### src/rtl/pidsf_pkg.sv
// shared types, constants and microcode rom of the pid controller
package pidsf_pkg;

  // field and datapath widths
  localparam int unsigned DataW    = 16;
  localparam int unsigned GainW    = 32;
  localparam int unsigned CfgW     = 47;
  localparam int unsigned CfgAddrW = 3;
  localparam int unsigned ErrW     = DataW + 1;
  localparam int unsigned IntegW   = 48;
  localparam int unsigned ProdW    = 57;
  localparam int unsigned AccW     = 58;
  localparam int unsigned DivW     = 48;
  localparam int unsigned DivCntW  = $clog2(DivW);
  localparam int unsigned SumW     = 48;

  // reset values and fixed-point constants
  localparam logic signed [DataW-1:0] PrevReset  = 16'sd2400;
  localparam logic [CfgW-1:0]         LimitReset = {CfgW{1'b1}};
  localparam logic signed [SumW-1:0]  HalfQ16    = 48'sd32768;
  localparam logic signed [ProdW-1:0] IntegSatHi = 57'sd4294967296;
  localparam logic signed [ProdW-1:0] IntegSatLo = -57'sd4294967296;

  // configuration register indexes
  typedef enum logic [CfgAddrW-1:0] {
    REG_SETPOINT    = 3'd0,
    REG_GAIN_P      = 3'd1,
    REG_GAIN_I      = 3'd2,
    REG_GAIN_D      = 3'd3,
    REG_INTEG_LIMIT = 3'd4
  } cfg_reg_e;

  // request and result payloads
  typedef struct packed {
    logic signed [DataW-1:0] measurement;
    logic [DataW-1:0]        elapsed_seconds;
  } in_item_t;

  typedef struct packed {
    logic signed [GainW-1:0] drive;
    logic                    zero_interval;
  } out_item_t;

  // multiplier operand selection
  typedef enum logic [2:0] {
    MUL_NONE,
    MUL_ERR_EL,
    MUL_KP_ERR,
    MUL_KI_LO,
    MUL_KI_HI,
    MUL_KD_DELTA
  } mul_sel_e;

  // accumulator operation
  typedef enum logic [1:0] {
    ACC_HOLD,
    ACC_CLEAR,
    ACC_ADD_PROD,
    ACC_ADD_QUO
  } acc_op_e;

  // jump conditions of the sequencer
  typedef enum logic [2:0] {
    JMP_NEVER,
    JMP_NO_REQ,
    JMP_ZERO,
    JMP_DIV_BUSY,
    JMP_OUT_BUSY
  } jump_e;

  // program steps
  typedef enum logic [3:0] {
    PC_IDLE,
    PC_ERR_EL,
    PC_INTEG,
    PC_ADD_P,
    PC_ADD_KI_LO,
    PC_LOAD_KI_HI,
    PC_DIV_LOAD,
    PC_DIV_ITER,
    PC_ADD_D,
    PC_FINISH
  } pc_e;

  // one control word of the program
  typedef struct packed {
    logic     load_req;
    mul_sel_e mul;
    logic     integ_upd;
    acc_op_e  acc;
    logic     a_load;
    logic     div_load;
    logic     div_step;
    logic     out_load;
    jump_e    jmp;
    pc_e      target;
    logic     seq_end;
  } ctrl_word_t;

  // microcode rom
  function automatic ctrl_word_t ucode(input pc_e pc);
    ctrl_word_t w;
    w = '0;
    w.mul    = MUL_NONE;
    w.acc    = ACC_HOLD;
    w.jmp    = JMP_NEVER;
    w.target = PC_IDLE;
    case (pc)
      PC_IDLE: begin
        w.load_req = 1'b1;
        w.acc      = ACC_CLEAR;
        w.jmp      = JMP_NO_REQ;
        w.target   = PC_IDLE;
      end
      PC_ERR_EL: begin
        w.mul = MUL_ERR_EL;
      end
      PC_INTEG: begin
        w.integ_upd = 1'b1;
        w.mul       = MUL_KP_ERR;
      end
      PC_ADD_P: begin
        w.acc = ACC_ADD_PROD;
        w.mul = MUL_KI_LO;
      end
      PC_ADD_KI_LO: begin
        w.acc = ACC_ADD_PROD;
        w.mul = MUL_KI_HI;
      end
      PC_LOAD_KI_HI: begin
        w.a_load = 1'b1;
        w.mul    = MUL_KD_DELTA;
        w.jmp    = JMP_ZERO;
        w.target = PC_FINISH;
      end
      PC_DIV_LOAD: begin
        w.div_load = 1'b1;
      end
      PC_DIV_ITER: begin
        w.div_step = 1'b1;
        w.jmp      = JMP_DIV_BUSY;
        w.target   = PC_DIV_ITER;
      end
      PC_ADD_D: begin
        w.acc = ACC_ADD_QUO;
      end
      PC_FINISH: begin
        w.out_load = 1'b1;
        w.jmp      = JMP_OUT_BUSY;
        w.target   = PC_FINISH;
        w.seq_end  = 1'b1;
      end
      default: begin
        w.seq_end = 1'b1;
      end
    endcase
    return w;
  endfunction

endpackage

### src/rtl/pid_controller_standard_form_unit.sv
// pid controller top level: microcoded sequencer over one multiplier and a serial divider
//
// Usage: measurement requests (signed Q12.4 measurement, whole elapsed seconds) enter on
// in_valid_i/in_ready_o; one result request (Q16.16 drive, zero_interval flag) leaves on
// out_valid_o/out_ready_i. Registers are written through cfg_we_i/cfg_addr_i/cfg_wdata_i
// while no request is in flight; writing the setpoint clears the integral.
// The derivative term runs through the restoring divider, one quotient bit per cycle over
// 48 bits, skipped when elapsed_seconds is 0; the steps before the divider each use the
// shared 32x25 multiplier once.
// Flow: one request at a time; in_ready_o rises again at the edge that loads the result.
// The result sits in an output register: while the receiver stalls, the next request
// is still taken and runs until its result is ready, then waits in the final step.
// Reset: gains and setpoint 0, integral limit all ones, integral 0, previous
// measurement 150.0, no result pending, sequencer idle.
module pid_controller_standard_form_unit (
  input  logic                               clk_i,
  input  logic                               rst_ni,
  input  logic                               in_valid_i,
  output logic                               in_ready_o,
  input  pidsf_pkg::in_item_t                in_data_i,
  output logic                               out_valid_o,
  input  logic                               out_ready_i,
  output pidsf_pkg::out_item_t               out_data_o,
  input  logic                               cfg_we_i,
  input  logic [pidsf_pkg::CfgAddrW-1:0]     cfg_addr_i,
  input  logic [pidsf_pkg::CfgW-1:0]         cfg_wdata_i
);

  // configuration and state registers
  logic signed [pidsf_pkg::DataW-1:0]  setpoint_q, setpoint_d;
  logic signed [pidsf_pkg::GainW-1:0]  kp_q, kp_d, ki_q, ki_d, kd_q, kd_d;
  logic [pidsf_pkg::CfgW-1:0]          limit_q, limit_d;
  logic signed [pidsf_pkg::IntegW-1:0] integ_q, integ_d;
  logic signed [pidsf_pkg::DataW-1:0]  prev_q, prev_d;

  // sequencer
  pidsf_pkg::pc_e        pc_q, pc_d;
  pidsf_pkg::ctrl_word_t cw;
  logic                  jump_take;
  logic                  in_fire;
  logic                  out_busy;
  logic                  div_busy;

  // datapath registers
  logic signed [pidsf_pkg::ErrW-1:0]   err_q, err_d, delta_q, delta_d;
  logic [pidsf_pkg::DataW-1:0]         el_q, el_d;
  logic                                zero_q, zero_d;
  logic signed [pidsf_pkg::ProdW-1:0]  prod_q, prod_d, a_q, a_d;
  logic signed [pidsf_pkg::AccW-1:0]   acc_q, acc_d;
  logic [pidsf_pkg::DataW-1:0]         rem_q, rem_d;
  logic [pidsf_pkg::DivW-1:0]          quo_q, quo_d;
  logic [pidsf_pkg::DivCntW-1:0]       cnt_q, cnt_d;
  logic                                neg_q, neg_d;
  logic                                out_valid_q, out_valid_d;
  pidsf_pkg::out_item_t                out_q, out_d;

  // combinational helpers
  logic [pidsf_pkg::GainW-1:0]         mul_a;
  logic [24:0]                         mul_b;
  logic signed [pidsf_pkg::ProdW-1:0]  mul_p;
  logic signed [pidsf_pkg::IntegW:0]   integ_sum, lim_pos, lim_neg, integ_clamp;
  logic signed [pidsf_pkg::ProdW-1:0]  prod_mag;
  logic [pidsf_pkg::DataW:0]           trial;
  logic                                fits;
  logic signed [pidsf_pkg::DivW:0]     quo_signed;
  logic signed [pidsf_pkg::SumW-1:0]   t_sum;
  logic signed [pidsf_pkg::GainW-1:0]  drive;

  // control word fetch and handshake terms
  assign cw         = pidsf_pkg::ucode(pc_q);
  assign in_ready_o = cw.load_req;
  assign in_fire    = cw.load_req & in_valid_i;
  assign out_busy   = out_valid_q & ~out_ready_i;
  assign div_busy   = (cnt_q != '0);

  // next step: conditional jump, end of program or fall through
  always_comb begin
    case (cw.jmp)
      pidsf_pkg::JMP_NEVER:    jump_take = 1'b0;
      pidsf_pkg::JMP_NO_REQ:   jump_take = ~in_valid_i;
      pidsf_pkg::JMP_ZERO:     jump_take = zero_q;
      pidsf_pkg::JMP_DIV_BUSY: jump_take = div_busy;
      pidsf_pkg::JMP_OUT_BUSY: jump_take = out_busy;
      default:                 jump_take = 1'b0;
    endcase
    if (jump_take) begin
      pc_d = cw.target;
    end else if (cw.seq_end) begin
      pc_d = pidsf_pkg::PC_IDLE;
    end else begin
      pc_d = pidsf_pkg::pc_e'(pc_q + 4'd1);
    end
  end

  // configuration writes
  always_comb begin
    setpoint_d = setpoint_q;
    kp_d       = kp_q;
    ki_d       = ki_q;
    kd_d       = kd_q;
    limit_d    = limit_q;
    if (cfg_we_i) begin
      case (cfg_addr_i)
        pidsf_pkg::REG_SETPOINT:    setpoint_d = cfg_wdata_i[pidsf_pkg::DataW-1:0];
        pidsf_pkg::REG_GAIN_P:      kp_d       = cfg_wdata_i[pidsf_pkg::GainW-1:0];
        pidsf_pkg::REG_GAIN_I:      ki_d       = cfg_wdata_i[pidsf_pkg::GainW-1:0];
        pidsf_pkg::REG_GAIN_D:      kd_d       = cfg_wdata_i[pidsf_pkg::GainW-1:0];
        pidsf_pkg::REG_INTEG_LIMIT: limit_d    = cfg_wdata_i;
        default: ;
      endcase
    end
  end

  // request capture: error, measurement delta and interval
  always_comb begin
    err_d   = err_q;
    delta_d = delta_q;
    el_d    = el_q;
    zero_d  = zero_q;
    prev_d  = prev_q;
    if (in_fire) begin
      err_d   = {in_data_i.measurement[pidsf_pkg::DataW-1], in_data_i.measurement}
              - {setpoint_q[pidsf_pkg::DataW-1], setpoint_q};
      delta_d = {in_data_i.measurement[pidsf_pkg::DataW-1], in_data_i.measurement}
              - {prev_q[pidsf_pkg::DataW-1], prev_q};
      el_d    = in_data_i.elapsed_seconds;
      zero_d  = (in_data_i.elapsed_seconds == '0);
      prev_d  = in_data_i.measurement;
    end
  end

  // shared signed multiplier, product registered
  always_comb begin
    mul_a = '0;
    mul_b = '0;
    case (cw.mul)
      pidsf_pkg::MUL_ERR_EL: begin
        mul_a = {{15{err_q[16]}}, err_q};
        mul_b = {9'b0, el_q};
      end
      pidsf_pkg::MUL_KP_ERR: begin
        mul_a = kp_q;
        mul_b = {{8{err_q[16]}}, err_q};
      end
      pidsf_pkg::MUL_KI_LO: begin
        mul_a = ki_q;
        mul_b = {1'b0, integ_q[23:0]};
      end
      pidsf_pkg::MUL_KI_HI: begin
        mul_a = ki_q;
        mul_b = {integ_q[47], integ_q[47:24]};
      end
      pidsf_pkg::MUL_KD_DELTA: begin
        mul_a = kd_q;
        mul_b = {{8{delta_q[16]}}, delta_q};
      end
      default: ;
    endcase
    mul_p  = $signed({{25{mul_a[31]}}, mul_a}) * $signed({{32{mul_b[24]}}, mul_b});
    prod_d = (cw.mul != pidsf_pkg::MUL_NONE) ? mul_p : prod_q;
  end

  // integral update with clamp to plus or minus the limit
  always_comb begin
    integ_sum = {integ_q[pidsf_pkg::IntegW-1], integ_q} + {{15{prod_q[33]}}, prod_q[33:0]};
    lim_pos   = {2'b00, limit_q};
    lim_neg   = -lim_pos;
    if (integ_sum < lim_neg) begin
      integ_clamp = lim_neg;
    end else if (integ_sum > lim_pos) begin
      integ_clamp = lim_pos;
    end else begin
      integ_clamp = integ_sum;
    end
    integ_d = integ_q;
    if (cfg_we_i && (cfg_addr_i == pidsf_pkg::REG_SETPOINT)) begin
      integ_d = '0;
    end else if (cw.integ_upd) begin
      integ_d = integ_clamp[pidsf_pkg::IntegW-1:0];
    end
  end

  // restoring divider for the derivative term, one quotient bit per cycle
  always_comb begin
    prod_mag   = prod_q[pidsf_pkg::ProdW-1] ? -prod_q : prod_q;
    trial      = {rem_q, quo_q[pidsf_pkg::DivW-1]};
    fits       = (trial >= {1'b0, el_q});
    quo_signed = neg_q ? -$signed({1'b0, quo_q}) : $signed({1'b0, quo_q});
    rem_d      = rem_q;
    quo_d      = quo_q;
    cnt_d      = cnt_q;
    neg_d      = neg_q;
    if (cw.div_load) begin
      rem_d = '0;
      quo_d = prod_mag[pidsf_pkg::DivW-1:0];
      cnt_d = pidsf_pkg::DivCntW'(pidsf_pkg::DivW - 1);
      neg_d = prod_q[pidsf_pkg::ProdW-1];
    end else if (cw.div_step) begin
      rem_d = fits ? 16'(trial - {1'b0, el_q}) : trial[pidsf_pkg::DataW-1:0];
      quo_d = {quo_q[pidsf_pkg::DivW-2:0], fits};
      cnt_d = div_busy ? cnt_q - 1'b1 : cnt_q;
    end
  end

  // accumulator of the low-order terms, and register of the integral high product
  always_comb begin
    case (cw.acc)
      pidsf_pkg::ACC_HOLD:     acc_d = acc_q;
      pidsf_pkg::ACC_CLEAR:    acc_d = '0;
      pidsf_pkg::ACC_ADD_PROD: acc_d = acc_q + {prod_q[pidsf_pkg::ProdW-1], prod_q};
      pidsf_pkg::ACC_ADD_QUO:  acc_d = acc_q + {{9{quo_signed[pidsf_pkg::DivW]}}, quo_signed};
      default:                 acc_d = acc_q;
    endcase
    a_d = cw.a_load ? prod_q : a_q;
  end

  // final sum, floor to Q16.16, half added, saturation
  always_comb begin
    t_sum = {a_q[35:0], 12'b0} + {{2{acc_q[pidsf_pkg::AccW-1]}}, acc_q[pidsf_pkg::AccW-1:12]}
          + pidsf_pkg::HalfQ16;
    if (a_q > pidsf_pkg::IntegSatHi) begin
      drive = 32'sh7FFF_FFFF;
    end else if (a_q < pidsf_pkg::IntegSatLo) begin
      drive = 32'sh8000_0000;
    end else if (t_sum > 48'sh0000_7FFF_FFFF) begin
      drive = 32'sh7FFF_FFFF;
    end else if (t_sum < -48'sh0000_8000_0000) begin
      drive = 32'sh8000_0000;
    end else begin
      drive = t_sum[pidsf_pkg::GainW-1:0];
    end
  end

  // output register
  always_comb begin
    out_valid_d = out_valid_q;
    out_d       = out_q;
    if (out_valid_q && out_ready_i) begin
      out_valid_d = 1'b0;
    end
    if (cw.out_load && !out_busy) begin
      out_valid_d         = 1'b1;
      out_d.drive         = drive;
      out_d.zero_interval = zero_q;
    end
  end

  assign out_valid_o = out_valid_q;
  assign out_data_o  = out_q;

  // control, configuration and controller state
  always_ff @(posedge clk_i or negedge rst_ni) begin
    if (!rst_ni) begin
      pc_q        <= pidsf_pkg::PC_IDLE;
      out_valid_q <= 1'b0;
      cnt_q       <= '0;
      setpoint_q  <= '0;
      kp_q        <= '0;
      ki_q        <= '0;
      kd_q        <= '0;
      limit_q     <= pidsf_pkg::LimitReset;
      integ_q     <= '0;
      prev_q      <= pidsf_pkg::PrevReset;
    end else begin
      pc_q        <= pc_d;
      out_valid_q <= out_valid_d;
      cnt_q       <= cnt_d;
      setpoint_q  <= setpoint_d;
      kp_q        <= kp_d;
      ki_q        <= ki_d;
      kd_q        <= kd_d;
      limit_q     <= limit_d;
      integ_q     <= integ_d;
      prev_q      <= prev_d;
    end
  end

  // datapath payload registers
  always_ff @(posedge clk_i) begin
    err_q   <= err_d;
    delta_q <= delta_d;
    el_q    <= el_d;
    zero_q  <= zero_d;
    prod_q  <= prod_d;
    a_q     <= a_d;
    acc_q   <= acc_d;
    rem_q   <= rem_d;
    quo_q   <= quo_d;
    neg_q   <= neg_d;
    out_q   <= out_d;
  end

endmodule

### config.mk
export PLATFORM = sky130hd
export DESIGN_NAME = pid_controller_standard_form_unit
export DESIGN_NICKNAME = d
export VERILOG_FILES = /design/src/rtl/pidsf_pkg.sv /design/src/rtl/pid_controller_standard_form_unit.sv
export SDC_FILE = /design/constraint.sdc
export NUM_CORES = 2
export LEC_CHECK = 0
export BUFFER_PORTS_ARGS = -buffer_cell sky130_fd_sc_hd__buf_4
export CORE_UTILIZATION = 39
export DETAILED_ROUTE_END_ITERATION = 8
export GPL_TIMING_DRIVEN = 1
export PLACE_DENSITY = 0.65
export SLEW_MARGIN = 20
export SYNTH_ARGS = -nofsm -noshare
export SYNTH_HDL_FRONTEND = slang
export SYNTH_SLANG_ARGS = --single-unit
### constraint.sdc
create_clock -name clk_i -period 14.8 [get_ports clk_i]
set_clock_uncertainty 0.15 [all_clocks]
set_input_delay 2.96 -clock clk_i [delete_from_list [all_inputs] [get_ports clk_i]]
set_output_delay 2.96 -clock clk_i [all_outputs]
set_load 0.05 [all_outputs]
==> summary.md <==
| Metric | Value |
|---|---|
| Kind of critical path | `reg -> reg` |
| Setup bufs post-CTS | `0` |
| Resized Gates After CTS | `0` |
| Xor/xnor share of the synthesized area | `4.842%` |
| Post-Synth Adder-Cell Area | `34.78%` |
| Die area | `0.1677 mm²` |
| Final wirelength | `209,200 µm` |
| Clock Pin Slew Worst Setup and Hold Paths | `60 ps` |
| Period utilization | `78.45%` |
| Gpl congestion | `0.9944` |
| Worst Hold Depth | `2` |
| Synth Register Bits | `555` |
| Worst Hold Class | `reg -> reg` |
| Min-Delay Startpoint | `rem_q[15]$_SDFFE_PP0P_` |
| Total number of vias | `51,710` |
| Initial antenna violation count | `11` |
| Crit path top cell by count | `fa_1` |
| CTS Buf Count | `59` |
| H-tree level count | `2` |
| Status | `finished with violations` |
| Worst r2r src | `pc_q[0]$_DFF_PN0_` |
| Unrepaired setup endpoints after global routing | `no` |
| Flip-flop and latch area | `0.01540 mm²` |
| Post-synth net total | `8,402` |
| Initial core utilization | `39.25%` |
| CTS tree | `done` |
| Synth cell types | `77` |
| DRC viols | `34` |
| Final TNS setup | `0 ps` |
| Average wire per standard cell | `22.67 µm` |
| Synth Warn # | `0` |
| Endpoint of the worst hold path | `rem_q[15]$_SDFFE_PP0P_` |
| Multi-input logic area | `0.04434 mm²` |
| EDFF count, synth | `305` |
| DRT iter0 DRCs | `5,119` |
| Die Span Y | `409.5 µm` |
| Max incr delay on CP | `880 ps` |
| Final nets | `8,379` |
| Final HPWL DP | `163,100 µm` |
| Vias in the first global route | `52,280` |
| CTS Sinks | `555` |
| Worst setup SP type | `register` |
| Max stage delay cell, worst path | `o311ai_0` |
| Slew Viols, Final | `0` |
| Compound-gate portion of the synthesized area | `12.71%` |
| Hold-fix buffers, CTS | `0` |
| Post-synthesis cell area | `0.06476 mm²` |
| Antenna-violating nets left | `0` |
| Inst Count DP | `9,114` |
| Die Width | `409.5 µm` |
| FP Rows | `149` |
| Number of fill cells | `15,930` |
| IO Port Bufs | `121` |
| Sequential area share after synthesis | `23.78%` |
| Fmax achieved | `86.12 MHz` |
| Area share of and/or/nand/nor cells after synthesis | `13.19%` |
| MaxCap Viol Count | `0` |
| Synthesized instance count | `7,010` |
| Required @ worst endpoint | `15,050 ps` |
| Failing checks | `DRC` |
| IO Count | `122` |
| Worst path arrival time | `11,860 ps` |
| Clock buffer depth | `3` |
| Max FO, Critical Path | `64` |
| Multiplexer share of the synthesized area | `2.386%` |
| Setup crit end kind | `register` |
| Synth async-reset ratio | `42.16%` |
| Worst R2R Path Depth | `32` |
| Total grt overflow | `0` |
| First-pass GRT wire length | `319,900 µm` |
| Slew HR | `24.96%` |
| Reg2reg setup slack | `3190 ps` |
| RR Endpoint | `prod_q[55]$_DFFE_PP_` |
| Clk_lat worst skew | `690 ps` |
| Final hold violations | `0` |
| Finished Layout Cells | `9,227` |
| 1st-pass router iterations | `9` |
| P&R area growth vs syn | `8.727%` |
| GRT Util Overall | `24.92%` |
| Root buf cell | `clkbuf_16` |
| Worst slew pin tran | `1126 ps` |
| Largest net degree at the start of global routing | `117` |
| Final design utilization | `42.68%` |
| Top FF cell, synth | `edfxtp_1` |
| Worst hold slack | `314.3 ps` |
| Core ar. | `0.1650 mm²` |
| Min Clock Period, post-route | `11,610 ps` |
| Avg Inst Size Synth | `9.238 µm²` |
| Via-to-Cell Ratio | `5.605` |
| Main combinational cell family by area after synthesis | `adder cells` |
| Share of cells above drive strength 1 | `7.916%` |
| # setup viols final | `0` |
-- area by class of cell --
cell class	count	share of cell area, %
Sequential cell	555	21.87
Clock buffer	75	2.255
Inverter	1134	6.047
Antenna cell	2	0.007108
Timing Repair Buffer	216	2.342
Clock inverter	35	0.6184
Tap cell	2189	3.890
Multi-Input combinational cell	5021	62.97
-- sequential cells by signal (all words and copies together) (netlist names), 32 cells and up --
register,count
out_data_o,33
kd_q,32
integ_q,48
kp_q,32
ki_q,32
prod_q,57
quo_q,48
a_q,57
limit_q,47
acc_q,58
-- routing by layer --
metal / share of wire (%) / global-route usage (%) / up-vias / wire (µm)
li1: - / - / 23030 / -
met1: 42 / 33.84 / 25750 / 87120
met4: 4.7 / 10.07 / 10 / 9824
met5: 0.046 / 0 / - / 97
met2: 42 / 37.31 / 2465 / 88890
met3: 11 / 7.000 / 464 / 23280
-- worst max-delay path, delay by kind of cell (launching register included) --
kind,cells,cell delay (ps)
adder cells (fa/ha/maj),9,4560
AO/OA/AOI/OAI,9,3550
buffers and inverters,7,1390
AND/OR/NAND/NOR,6,1030
flip-flops,1,440
XOR/XNOR,1,150
-- cells by family after synthesis --
kind of cell	count (synthesis)
and+or+nand+nor	1967
buffers and inverters	1434
adders and majority gates	1305
AOI/OAI and AO/OA	1249
DFF	555
xor gates and xnor gates	358
muxes	142
-- cells in the mapped netlist, types with 47 or more instances --
library cell	n	area [µm²]
inv_1	1134	4257
fa_1	825	16520
nand2_1	787	2954
nor2_1	704	2643
ha_1	480	6006
o21ai_0	323	1617
edfxtp_1	305	9159
a21oi_1	289	1446
clkbuf_1	285	1070
xnor2_1	192	1682
dfrtp_1	183	4579
a21o_1	172	1291
xor2_1	166	1454
mux2_2	99	1115
nor3_1	77	385.4
nand4_1	60	375.4
a221o_1	57	570.6
a221oi_1	53	464.2
dfstp_2	51	1340
nand2b_1	47	294.0
nand3_1	47	235.2
-- through the flow --
stage	area [µm²]	worst slack (ps)
global placement	68300	3255
floorplan	64760	3944
finish	70410	3189
CTS	70380	3427
global route	70410	2707
detailed placement	68350	3475
-- cells in the final DEF, fill, tap and decap left out, types with 36 or more instances in the layout --
cell and n:
nor2b_1 43, clkbuf_16 60, o21a_1 36, o221ai_1 36, a21o_1 172, nor4_1 37, nand3_1 47, ha_1 480
dfstp_2 51, a221o_1 53, a21oi_1 286, xnor2_1 192, fa_1 825, nand2_1 784, mux2i_1 43, xor2_1 166
mux2_2 99, edfxtp_1 305, o31ai_1 41, nand4_1 60, nor2_1 701, inv_1 1133, dfrtp_1 183, o21ai_0 322
nor3_1 72, nand2b_1 47, buf_4 210
-- worst max-delay path by stage --
stage	end	start	slack (ps)	cells after the start
4_1_cts	prod_q[55]$_DFFE_PP_	pc_q[0]$_DFF_PN0_	3430	32
5_1_grt	prod_q[55]$_DFFE_PP_	pc_q[0]$_DFF_PN0_	2710	32
6_report	prod_q[55]$_DFFE_PP_	pc_q[0]$_DFF_PN0_	3190	32
3_3_place_gp	prod_q[55]$_DFFE_PP_	pc_q[2]$_DFF_PN0_	3250	32
2_1_floorplan	prod_q[55]$_DFFE_PP_	pc_q[1]$_DFF_PN0_	3940	34
3_5_place_dp	prod_q[55]$_DFFE_PP_	pc_q[1]$_DFF_PN0_	3480	33
Power is left out: the tool's default activity adds up to more than one toggle a clock period on the data nets, which glitch-free logic cannot reach.
